File: src/rtl/core/rgbw_led_strip_pwm_encoder_assert.svh
// Assertion shorthands for the LED strip encoder.
`ifndef RGBW_LED_STRIP_PWM_ENCODER_ASSERT_SVH
`define RGBW_LED_STRIP_PWM_ENCODER_ASSERT_SVH

// Same-cycle implication, masked while reset is asserted.
`define RLS_ASSERT_IMP(lbl, clk, rstn, ante, cons, msg) \
  lbl: assert property (@(posedge clk) disable iff (!(rstn)) (ante) |-> (cons)) \
    else $error(msg);

// Next-cycle implication, masked while reset is asserted.
`define RLS_ASSERT_NEXT(lbl, clk, rstn, ante, cons, msg) \
  lbl: assert property (@(posedge clk) disable iff (!(rstn)) (ante) |=> (cons)) \
    else $error(msg);

`endif

File: src/rtl/core/rgbw_enc_pkg.sv
`default_nettype none

package rgbw_enc_pkg;

  // Store depth default and small queue between front and back
  localparam int unsigned MAX_LEDS_DEF = 256;
  localparam int unsigned QUEUE_DEPTH  = 2;
  localparam int unsigned QPTR_W       = $clog2(QUEUE_DEPTH);
  localparam int unsigned QCNT_W       = $clog2(QUEUE_DEPTH + 1);

  // Configuration port
  localparam int unsigned CFG_IDX_W  = 2;
  localparam int unsigned CFG_DATA_W = 16;

  typedef enum logic [CFG_IDX_W-1:0] {
    CFG_PERIOD      = 2'd0,
    CFG_USE_WHITE   = 2'd1,
    CFG_RESET_SLOTS = 2'd2,
    CFG_LED_COUNT   = 2'd3
  } cfg_idx_e;

  localparam logic [15:0] PERIOD_RST      = 16'd104;
  localparam logic        USE_WHITE_RST   = 1'b1;
  localparam logic [7:0]  RESET_SLOTS_RST = 8'd40;
  localparam logic [8:0]  LED_COUNT_RST   = 9'd8;

  // Bits sent per LED
  localparam logic [5:0] BITS_RGBW = 6'd32;
  localparam logic [5:0] BITS_RGB  = 6'd24;

  // Divide by three: x * ceil(2^19 / 3) >> 19, exact for 17-bit x
  localparam logic [17:0] THIRD_MUL   = 18'h2AAAB;
  localparam int unsigned THIRD_SHIFT = 19;

  typedef enum logic [1:0] {
    MODE_WRITE_ONE = 2'd0,
    MODE_WRITE_ALL = 2'd1,
    MODE_START     = 2'd2,
    MODE_TICK      = 2'd3
  } mode_e;

  typedef struct packed {
    logic [15:0] period;
    logic        use_white;
    logic [7:0]  reset_slots;
    logic [8:0]  led_count;
  } cfg_t;

  typedef struct packed {
    mode_e       mode;
    logic [7:0]  led_index;
    logic [7:0]  red;
    logic [7:0]  green;
    logic [7:0]  blue;
    logic [7:0]  white;
  } in_item_t;

  typedef struct packed {
    logic        accepted;
    logic [15:0] duty;
    logic        duty_valid;
    logic        busy_res;
    logic        frame_done;
  } out_item_t;

  // Classified command; color is kept in send order {G, R, B, W}
  typedef struct packed {
    mode_e       mode;
    logic        in_range;
    logic [7:0]  led_index;
    logic [31:0] color;
  } cmd_t;

  typedef struct packed {
    logic clearing;
  } status_t;

  function automatic logic [15:0] div3(input logic [16:0] x);
    logic [34:0] prod;
    begin
      prod = 35'(x) * 35'(THIRD_MUL);
      return 16'(prod >> THIRD_SHIFT);
    end
  endfunction

endpackage

`default_nettype wire

File: src/rtl/core/rgbw_enc_in_if.sv
`default_nettype none

interface rgbw_enc_in_if;
  import rgbw_enc_pkg::*;

  logic     valid;
  logic     ready;
  in_item_t data;

  modport source (output valid, output data, input ready);
  modport sink   (input valid, input data, output ready);
endinterface

`default_nettype wire

File: src/rtl/core/rgbw_enc_front.sv
`default_nettype none

module rgbw_enc_front #(
  parameter int unsigned MAX_LEDS = rgbw_enc_pkg::MAX_LEDS_DEF
) (
  rgbw_enc_in_if.sink                          item,
  input  rgbw_enc_pkg::status_t                status_i,
  input  logic [((MAX_LEDS + 1 > 512) ? $clog2(MAX_LEDS + 1) : 9)-1:0] eff_count_i,
  input  logic                                 full_i,
  output logic                                 push_o,
  output rgbw_enc_pkg::cmd_t                   push_cmd_o
);
  import rgbw_enc_pkg::*;

  localparam int unsigned CntW = (MAX_LEDS + 1 > 512) ? $clog2(MAX_LEDS + 1) : 9;

  // Take a beat whenever the queue has room and the store is not being cleared
  assign item.ready = !full_i && !status_i.clearing;
  assign push_o     = item.valid && item.ready;

  // Classify: range check for single writes, repack color in send order
  always_comb begin
    push_cmd_o.mode      = item.data.mode;
    push_cmd_o.led_index = item.data.led_index;
    push_cmd_o.in_range  = CntW'(item.data.led_index) < eff_count_i;
    push_cmd_o.color     = {item.data.green, item.data.red, item.data.blue, item.data.white};
  end

endmodule

`default_nettype wire

File: src/flat_wrapper.sv
// flat-port wrapper written by rule: the top's interface ports become plain ports
module rgbw_enc_front_flat import rgbw_enc_pkg::*;
#(
  parameter int unsigned MAX_LEDS = rgbw_enc_pkg::MAX_LEDS_DEF
)
  (status_i, eff_count_i, full_i, push_o, push_cmd_o, item_valid, item_data, item_ready);
  rgbw_enc_in_if item_i ();
  input  rgbw_enc_pkg::status_t status_i;
  input  logic [((MAX_LEDS + 1 > 512) ? $clog2(MAX_LEDS + 1) : 9)-1:0] eff_count_i;
  input  logic full_i;
  output logic push_o;
  output rgbw_enc_pkg::cmd_t push_cmd_o;
  input wire logic [$bits(item_i.valid)-1:0] item_valid;
  input wire logic [$bits(item_i.data)-1:0] item_data;
  output wire logic [$bits(item_i.ready)-1:0] item_ready;
  assign item_i.valid = item_valid;
  assign item_i.data = item_data;
  assign item_ready = item_i.ready;
  rgbw_enc_front #(.MAX_LEDS(MAX_LEDS)) u_core (.item(item_i), .status_i(status_i), .eff_count_i(eff_count_i), .full_i(full_i), .push_o(push_o), .push_cmd_o(push_cmd_o));
endmodule
File: config.mk
export PLATFORM = sky130hd
export DESIGN_NAME = rgbw_enc_front_flat
export DESIGN_NICKNAME = d
export VERILOG_FILES = /design/src/rtl/core/rgbw_led_strip_pwm_encoder_assert.svh /design/src/rtl/core/rgbw_enc_pkg.sv /design/src/rtl/core/rgbw_enc_in_if.sv /design/src/rtl/core/rgbw_enc_front.sv /design/src/flat_wrapper.sv
export SDC_FILE = /design/constraint.sdc
export NUM_CORES = 1
export LEC_CHECK = 0
export ABC_AREA = 1
export BUFFER_PORTS_ARGS = -buffer_cell sky130_fd_sc_hd__buf_2
export CAP_MARGIN = 10
export CORE_MARGIN = 5
export CORE_UTILIZATION = 30
export DETAILED_ROUTE_END_ITERATION = 8
export PLACE_DENSITY = 0.95
export SETUP_SLACK_MARGIN = 0.15
export SYNTH_ARGS = -nofsm -noshare
export SYNTH_HDL_FRONTEND = slang
export SYNTH_SLANG_ARGS = --single-unit
File: constraint.sdc
create_clock -name vclk -period 1.7
set_input_delay 0.34 -clock vclk [all_inputs]
set_output_delay 0.34 -clock vclk [all_outputs]
set_load 0.01 [all_outputs]
==> results.md <==
* Final worst slack at 0.172 ns
* Crit path largest cell delay at 0.20 ns
* Final Cycle Share at 0.899
* Worst EP arrival at 1.19 ns
* Final Hold Violating Endpoints at 0
* DRT antenna net count at 0
* # setup viols final at 0
* P_int at 58.8 uW
* Die W at 53.0 um
* Post-Syn Nets at 146
* Via-to-Cell Ratio at 4.08
* Buffers on Ports at 31
* Sequential Area at 0 um2
* Drt wl/cell at 10.5 um
* Status: completed
* Top Family by Delay on Critical Path: buffers and inverters
* Core area at 1750 um2
* Final Net Count at 137
* Buf/Inv on CP at 3
* ANT cells at 0
* Cells after Synth at 85
* Number of primary I/O pins at 99
* Vias in the first global route at 360
* Sequential power share at 0
* Final core occ at 0.294
* Cell Rows at 15
* Critical Path Source Type: input pin
* Min-delay src: item_data[11]
* Max VDD drop at 0.0000578 V
* Minimum clock period at 1.53 ns
* Fill count at 201
* Pre-antenna DRT Iters at 2
* CP Data Required Time at 1.36 ns
* Share of power burned in combinational logic at 1.000
* Seq_cells at 0
* WHS Endpoint: push_cmd_o[11]
* CP Cell Sequence: buf_2, inv_1, ha_4, nand2_1, nand2_1, a21boi_2, nand2_1, nor2_1, buf_2
* Worst hold path type: input pin to output port
* Hold depth at 0
* Post-DP HPWL at 884 um
* Slew Limit Headroom at 0.886
* Mapped Area at 556 um2
* Routed Wire Length at 1.04 mm
* Layout cells sized above 1 at 0.595
* Total grt overflow at 0
* Area Growth Syn to Fin at -7.66%
* Max-Cap Viols at 0
* Starting Density at 0.318
* # DRC at 0
* Sw frac at 0.496
* Dpl ws at 0.0972 ns
* Overall power at 117 uW
* Total global-route track usage at 0.0635
* Clock power frac at 0
* Yosys cell types at 10
* TNS Setup at 0 ns
* Fmax achieved at 655 MHz
* Net switching power at 57.8 uW
* Slew Viols, Final at 0
* Routed via count at 404
* Sequential area share after synthesis at 0
* Die ar. at 2810 um2
* Largest net degree at the start of global routing at 4
* CP Class: input pin to output port
* Leak Pwr at 0.291 nW
* RSZ-0062 raised after global routing: yes
* Initial antenna violation count at 0
* Crit path from: eff_count_i[6]
* Tightest Pin Transition at 0.171 ns
* Avg Cell Area, Syn at 6.54 um2
* Pwr/cell area at 227 nW/um2
* Starting DRC count in detailed routing at 2
* YS warnings at 0
* CP dominant cell by count: nand2_1
* Worst setup EP type: output port
* Crit-path max FO at 3
* Die H at 53.0 um
* GP Congestion at 0.669
* Clock buf count at 0
* First-pass GRT wire length at 1.41 mm
* Critical Path Slowest Stage Cell: ha_4
[what timing repair did]
action | in CTS | in global routing
setup buffers | 0 | 0
pin swaps | 1 | 7
gates resized for setup | 3 | 9
hold endpoints to repair | 0 | 0
hold buffers | 0 | 0
endpoints found under the setup margin | 1 | 1
[worst max path at each step]
stage	end	slack [ns]	cells after the start
CTS	push_cmd_o[40]	0.15	8
global route	push_cmd_o[40]	0.10	9
detailed placement	push_cmd_o[40]	0.1	8
finish	push_cmd_o[40]	0.17	9
floorplan	push_cmd_o[40]	0.29	7
global placement	push_cmd_o[40]	0.09	8
[cell usage in the layout (no fill, tap or decap)]
cell type / netlist / final
a21boi_2: 1 / 1
a21oi_1: 2 / 1
a21oi_2: 0 / 1
buf_2: 0 / 31
ha_1: 7 / 1
ha_4: 0 / 6
inv_1: 13 / 11
inv_2: 0 / 2
nand2_1: 12 / 10
nand2_2: 0 / 2
nand3_1: 1 / 1
nand4_1: 1 / 1
nor2_1: 5 / 4
nor2_2: 0 / 1
nor3b_1: 1 / 1
[layout make-up]
type,instances,area (um2),area share
multi-input combinational,30,278,0.541
timing repair buffer,31,155,0.302
inverter,13,48.8,0.0951
tap,25,31.3,0.0610
[through the flow]
step                      cells  hold slack, ns  cell area, um2
after floorplan              85           0.723             556
after global routing         99           0.680             513
after global placement       99           0.680             427
after detailed placement     99           0.680             427
after CTS                    99           0.680             464
final                        99           0.680             513
[power by group through the flow]
stage	Combinational (mW)	Sequential [mW]	Clock, mW
3_3_place_gp	0.0921	0	0
3_5_place_dp	0.0942	0	0
6_report	0.117	0	0
5_1_grt	0.133	0	0
2_1_floorplan	0.144	0	0
4_1_cts	0.104	0	0
[synth_stat cells]
master | instances | share of area
ha_1 | 7 | 0.16
nand2_1 | 12 | 0.081
inv_1 | 13 | 0.088
nor3b_1 | 1 | 0.014
a21boi_2 | 1 | 0.020
a21oi_1 | 2 | 0.018
nor2_1 | 5 | 0.034
nand3_1 | 1 | 0.0090
buf_4 | 42 | 0.57
nand4_1 | 1 | 0.011
[cells by family (layout without fill, tap and decap cells)]
| group | count (synthesis) | count (layout) | synth area share |
|---|---|---|---|
| AOI/OAI and AO/OA | 3 | 3 | 0.0383 |
| and+or+nand+nor | 20 | 20 | 0.149 |
| adders and majority gates | 7 | 7 | 0.158 |
| buffers and inverters | 55 | 44 | 0.655 |
[metal layers]
layer	track usage	wire length, um	up-vias
met1	0.0550	284	166
met5	0	0	-
met2	0.110	524	27
met3	0.0197	142	18
met4	0.0681	84	0
li1	-	-	193
Note: power is estimated with default switching activity, not from simulation.
