===== src/rtl/core/rgbw_led_strip_pwm_encoder_assert.svh =====
// Assertion shorthands for the LED strip encoder.
`ifndef RGBW_LED_STRIP_PWM_ENCODER_ASSERT_SVH
`define RGBW_LED_STRIP_PWM_ENCODER_ASSERT_SVH

// Same-cycle implication, masked while reset is asserted.
`define RLS_ASSERT_IMP(lbl, clk, rstn, ante, cons, msg) \
  lbl: assert property (@(posedge clk) disable iff (!(rstn)) (ante) |-> (cons)) \
    else $error(msg);

// Next-cycle implication, masked while reset is asserted.
`define RLS_ASSERT_NEXT(lbl, clk, rstn, ante, cons, msg) \
  lbl: assert property (@(posedge clk) disable iff (!(rstn)) (ante) |=> (cons)) \
    else $error(msg);

`endif


===== src/rtl/core/rgbw_enc_pkg.sv =====
`default_nettype none

package rgbw_enc_pkg;

  // Store depth default and small queue between front and back
  localparam int unsigned MAX_LEDS_DEF = 256;
  localparam int unsigned QUEUE_DEPTH  = 2;
  localparam int unsigned QPTR_W       = $clog2(QUEUE_DEPTH);
  localparam int unsigned QCNT_W       = $clog2(QUEUE_DEPTH + 1);

  // Configuration port
  localparam int unsigned CFG_IDX_W  = 2;
  localparam int unsigned CFG_DATA_W = 16;

  typedef enum logic [CFG_IDX_W-1:0] {
    CFG_PERIOD      = 2'd0,
    CFG_USE_WHITE   = 2'd1,
    CFG_RESET_SLOTS = 2'd2,
    CFG_LED_COUNT   = 2'd3
  } cfg_idx_e;

  localparam logic [15:0] PERIOD_RST      = 16'd104;
  localparam logic        USE_WHITE_RST   = 1'b1;
  localparam logic [7:0]  RESET_SLOTS_RST = 8'd40;
  localparam logic [8:0]  LED_COUNT_RST   = 9'd8;

  // Bits sent per LED
  localparam logic [5:0] BITS_RGBW = 6'd32;
  localparam logic [5:0] BITS_RGB  = 6'd24;

  // Divide by three: x * ceil(2^19 / 3) >> 19, exact for 17-bit x
  localparam logic [17:0] THIRD_MUL   = 18'h2AAAB;
  localparam int unsigned THIRD_SHIFT = 19;

  typedef enum logic [1:0] {
    MODE_WRITE_ONE = 2'd0,
    MODE_WRITE_ALL = 2'd1,
    MODE_START     = 2'd2,
    MODE_TICK      = 2'd3
  } mode_e;

  typedef struct packed {
    logic [15:0] period;
    logic        use_white;
    logic [7:0]  reset_slots;
    logic [8:0]  led_count;
  } cfg_t;

  typedef struct packed {
    mode_e       mode;
    logic [7:0]  led_index;
    logic [7:0]  red;
    logic [7:0]  green;
    logic [7:0]  blue;
    logic [7:0]  white;
  } in_item_t;

  typedef struct packed {
    logic        accepted;
    logic [15:0] duty;
    logic        duty_valid;
    logic        busy_res;
    logic        frame_done;
  } out_item_t;

  // Classified command; color is kept in send order {G, R, B, W}
  typedef struct packed {
    mode_e       mode;
    logic        in_range;
    logic [7:0]  led_index;
    logic [31:0] color;
  } cmd_t;

  typedef struct packed {
    logic clearing;
  } status_t;

  function automatic logic [15:0] div3(input logic [16:0] x);
    logic [34:0] prod;
    begin
      prod = 35'(x) * 35'(THIRD_MUL);
      return 16'(prod >> THIRD_SHIFT);
    end
  endfunction

endpackage

`default_nettype wire


===== src/rtl/core/rgbw_enc_queue.sv =====
`default_nettype none

module rgbw_enc_queue (
  input  logic               clk_i,
  input  logic               rst_ni,
  input  logic               push_i,
  input  rgbw_enc_pkg::cmd_t push_cmd_i,
  input  logic               pop_i,
  output rgbw_enc_pkg::cmd_t head_o,
  output logic               empty_o,
  output logic               full_o
);
  import rgbw_enc_pkg::*;

  cmd_t              entry_q [QUEUE_DEPTH];
  logic [QPTR_W-1:0] wr_ptr_q, wr_ptr_d;
  logic [QPTR_W-1:0] rd_ptr_q, rd_ptr_d;
  logic [QCNT_W-1:0] cnt_q, cnt_d;
  logic              do_push, do_pop;

  assign empty_o = (cnt_q == '0);
  assign full_o  = (cnt_q == QCNT_W'(QUEUE_DEPTH));
  assign head_o  = entry_q[rd_ptr_q];
  assign do_push = push_i && !full_o;
  assign do_pop  = pop_i && !empty_o;

  // Advance pointers and fill count
  always_comb begin
    wr_ptr_d = do_push ? wr_ptr_q + QPTR_W'(1) : wr_ptr_q;
    rd_ptr_d = do_pop ? rd_ptr_q + QPTR_W'(1) : rd_ptr_q;
    cnt_d    = cnt_q;
    if (do_push && !do_pop) begin
      cnt_d = cnt_q + QCNT_W'(1);
    end else if (do_pop && !do_push) begin
      cnt_d = cnt_q - QCNT_W'(1);
    end
  end

  always_ff @(posedge clk_i or negedge rst_ni) begin
    if (!rst_ni) begin
      wr_ptr_q <= '0;
      rd_ptr_q <= '0;
      cnt_q    <= '0;
    end else begin
      wr_ptr_q <= wr_ptr_d;
      rd_ptr_q <= rd_ptr_d;
      cnt_q    <= cnt_d;
    end
  end

  // Hold queued commands
  always_ff @(posedge clk_i) begin
    if (do_push) begin
      entry_q[wr_ptr_q] <= push_cmd_i;
    end
  end

endmodule

`default_nettype wire


===== config.mk =====
export PLATFORM = sky130hd
export DESIGN_NAME = rgbw_enc_queue
export DESIGN_NICKNAME = d
export VERILOG_FILES = /design/src/rtl/core/rgbw_led_strip_pwm_encoder_assert.svh /design/src/rtl/core/rgbw_enc_pkg.sv /design/src/rtl/core/rgbw_enc_queue.sv
export SDC_FILE = /design/constraint.sdc
export NUM_CORES = 1
export LEC_CHECK = 0
export BUFFER_PORTS_ARGS = -buffer_cell sky130_fd_sc_hd__buf_2
export CELL_PAD_IN_SITES_DETAIL_PLACEMENT = 1
export CELL_PAD_IN_SITES_GLOBAL_PLACEMENT = 2
export CORE_ASPECT_RATIO = 1.75
export CORE_MARGIN = 2
export CORE_UTILIZATION = 41
export CTS_CLUSTER_SIZE = 10
export DETAILED_ROUTE_END_ITERATION = 12
export HOLD_SLACK_MARGIN = 0.15
export PLACE_DENSITY_LB_ADDON = 0.1
export SYNTH_ARGS = -nofsm -noshare
export SYNTH_HDL_FRONTEND = slang
export SYNTH_SLANG_ARGS = --single-unit

===== constraint.sdc =====
create_clock -name clk_i -period 5.5 [get_ports clk_i]
set_input_delay 0 -clock clk_i [delete_from_list [all_inputs] [get_ports clk_i]]
set_output_delay 0 -clock clk_i [all_outputs]
set_load 0.03 [all_outputs]

==> results.sh <==
export IMPL_combPwrFrac_pct=37.6
export IMPL_grt_pass1_wl_mm=9.79
export IMPL_synth_simple_area_share_pct=0.786
export IMPL_fin_util_pct=57.5
export IMPL_fin_crit_ns=2.18
export IMPL_async_reset_ff_share_pct=4.44
export IMPL_fp_dieW_um=73.9
export IMPL_swShare_pct=34.2
export IMPL_crit_type="reg -> out"
export IMPL_cts_setup_buffers=0
export IMPL_remaining_drc_errors=0
export IMPL_areaGrowthSynthToFinish_pct=36.6
export IMPL_core_area_um2=8310
export IMPL_relSlewSlack_pct=30.2
export IMPL_cp_required_ns=5.50
export IMPL_wire_per_inst_um=14.8
export IMPL_worstSetupEndpointType="output port"
export IMPL_final_setup_tns_ns=0
export IMPL_synth_area_leader_cell="edfxtp_1"
export IMPL_leakagePower_nw=1.94
export IMPL_hold_ws_ns=0.383
export IMPL_gp_congestion=0.693
export IMPL_synth_top_family_by_area="multiplexers"
export IMPL_synth_cell_types=15
export IMPL_ys_flop_type="edfxtp_1"
export IMPL_start_kind="register"
export IMPL_insertion_delay_ns=0.33
export IMPL_numClockSinks=90
export IMPL_antenna_found_initial=0
export IMPL_hold_violations=0
export IMPL_grt_use_total_pct=14.5
export IMPL_synth_top_area_share_pct=73.8
export IMPL_power_switching_mw=0.876
export IMPL_finalSetupViolCount=0
export IMPL_hold_class="in -> reg"
export IMPL_cap_viol_max_count=0
export IMPL_postPlaceCellArea_um2=4030
export IMPL_rows=44
export IMPL_drtIter0Drc=74
export IMPL_power_density_nw_per_um2=536
export IMPL_maxSlewViolCount=0
export IMPL_synth_area_leaders="edfxtp_1 (74%), mux2_4 (17%), dfrtp_1 (2.9%)"
export IMPL_seq_area_frac_synth_pct=76.6
export IMPL_tightest_slew_ns=1.05
export IMPL_firstDrtPassIters=4
export IMPL_power_clock_fraction_pct=22.3
export IMPL_grt_overflow_total=0
export IMPL_synth_avg_cell_area_um2=22.9
export IMPL_status="completed"
export IMPL_vias_per_cell=4.38
export IMPL_yosysMostFrequentCell="edfxtp_1"
export IMPL_pin_count=92
export IMPL_die_area_um2=9320
export IMPL_portBuffers=91
export IMPL_synth_edf_count=86
export IMPL_crit_fanout=25
export IMPL_clockRootBuffer="clkbuf_16"
export IMPL_vias=1835
export IMPL_synthCells=153
export IMPL_grt_pass1_vias=1983
export IMPL_tritoncts="built"
export IMPL_drive_gt1_share_pct=49.3
export IMPL_grt_max_degree=44
export IMPL_vdd_drop_max_v=0.000351
export IMPL_finalNetCount=347
export IMPL_sequentialPowerShare_pct=40.1
export IMPL_ys_warn_count=0
export IMPL_wirelength_mm=6.21
export IMPL_synth_xor_xnor_area_share_pct=1.25
export IMPL_insertedDiodeCount=0
export IMPL_clk_pin_slew_ns=0.06
export IMPL_syn_area_um2=3500
export IMPL_die_h_um=126
export IMPL_fmax_mhz=458
export IMPL_numCtsBuffers=9
export IMPL_ys_seq_elements=90
export IMPL_hpwlAfterDp_mm=3.93
export IMPL_syn_num_nets=201
export IMPL_ant_nets=0
export IMPL_start_util_pct=42.1
export IMPL_cts_buffer_depth=2
export IMPL_p_int_mw=1.69
export IMPL_fin_crit_sh_pct=39.7
export IMPL_muxShareOfSynthArea_pct=18.0
export IMPL_grt_setup_unrepaired="false"
export IMPL_htreeDepth=3
export IMPL_fin_skew_ns=0.00231
export IMPL_stdcell_area_um2=4780
export IMPL_crit_arrival_ns=2.18
export IMPL_synth_compound_area_share_pct=0.143
export IMPL_synth_common_cells="edfxtp_1 (86), mux2_4 (39), buf_12 (4), dfrtp_1 (4), mux2_2 (4)"
export IMPL_synth_adder_area_share_pct=0.357
[registers in the layout (all words and copies together), names as in the netlist]
name / cells
entry_q: 86
cnt_q: 2
rd_ptr_q: 1
wr_ptr_q: 1
[cell type report]
class	count	area [um^2]
sequential	90	2680
timing repair buffer	140	941
tap	115	144
inverter	2	7.51
fill	743	3530
clock buffer	12	236
multi-input combinational	56	728
clock inverter	4	42.5
[cells by family (layout without fill, tap and decap cells)]
logic type	count (synthesis)	in the layout
compound gates	1	1
xor+xnor	5	5
fa+ha+maj	1	1
buf+inv	7	158
flops	90	90
mux	43	43
simple gates	6	6
[power by group through the flow]
stage | sequential, mW | clock, mW | combinational [mW]
finish | 1.03 | 0.572 | 0.963
global route | 1.05 | 0.607 | 1.03
detailed placement | 1.05 | 0 | 0.950
CTS | 1.03 | 0.589 | 0.980
floorplan | 0.995 | 0 | 0.825
global placement | 1.03 | 0 | 0.950
[layer usage]
layer / share of wire [%] / global-route usage [%]
met5: 0 / 0
met4: 2.4 / 8.66
met3: 4.1 / 2.96
met2: 54 / 24.4
met1: 40 / 16.6
[worst paths after layout]
check / startpoint / cells past startpoint / to / slack, ns
hold / removal: push_cmd_i[4] / 2 / entry_q[0][4]$_DFFE_PP_ / 0.38
setup reg to reg: cnt_q[0]$_DFFE_PN0P_ / 4 / entry_q[0][31]$_DFFE_PP_ / 3.57
setup / recovery: rd_ptr_q$_DFFE_PN0P_ / 3 / head_o[26] / 3.32
hold reg to reg: cnt_q[1]$_DFFE_PN0P_ / 1 / cnt_q[1]$_DFFE_PN0P_ / 0.53
max in group asynchronous: rst_ni / 3 / rd_ptr_q$_DFFE_PN0P_ / 4.71
min in group asynchronous: rst_ni / 3 / wr_ptr_q$_DFFE_PN0P_ / 0.59
[critical path: stages, from the launching register on]
cell	delay, ns
dfrtp_2	0.75
buf_4	0.52
mux2_2	0.39
buf_2	0.17
[through the flow]
| stage | total power [mW] | instances | worst slack (ns) |
|---|---|---|---|
| after floorplan | 1.82 | 153 | 2.60 |
| after global placement | 1.98 | 356 | 3.59 |
| after detailed placement | 2.00 | 356 | 3.54 |
| after CTS | 2.60 | 419 | 3.27 |
| after global routing | 2.68 | 419 | 3.22 |
| final | 2.56 | 419 | 3.32 |
[cell usage in the layout, fill, tap and decap left out]
cell type	count
and3_2	1
buf_2	91
buf_4	2
bufinv_16	1
clkbuf_1	3
clkbuf_16	9
clkinv_1	2
clkinv_2	1
dfrtp_1	3
dfrtp_2	1
dlygate4sd3_1	47
edfxtp_1	86
ha_1	1
inv_1	2
mux2_2	4
mux2_4	39
nand2_1	1
nand2b_1	1
nor2_1	2
nor2_4	1
o21ai_1	1
xnor2_1	3
xor2_1	2
[what timing repair did]
| action | CTS | global route |
|---|---|---|
| hold endpoints to repair | 92 | 0 |
| hold buffers | 47 | 0 |
| resized for setup | 0 | 0 |
No activity file was read; power rests on OpenSTA's default activity.
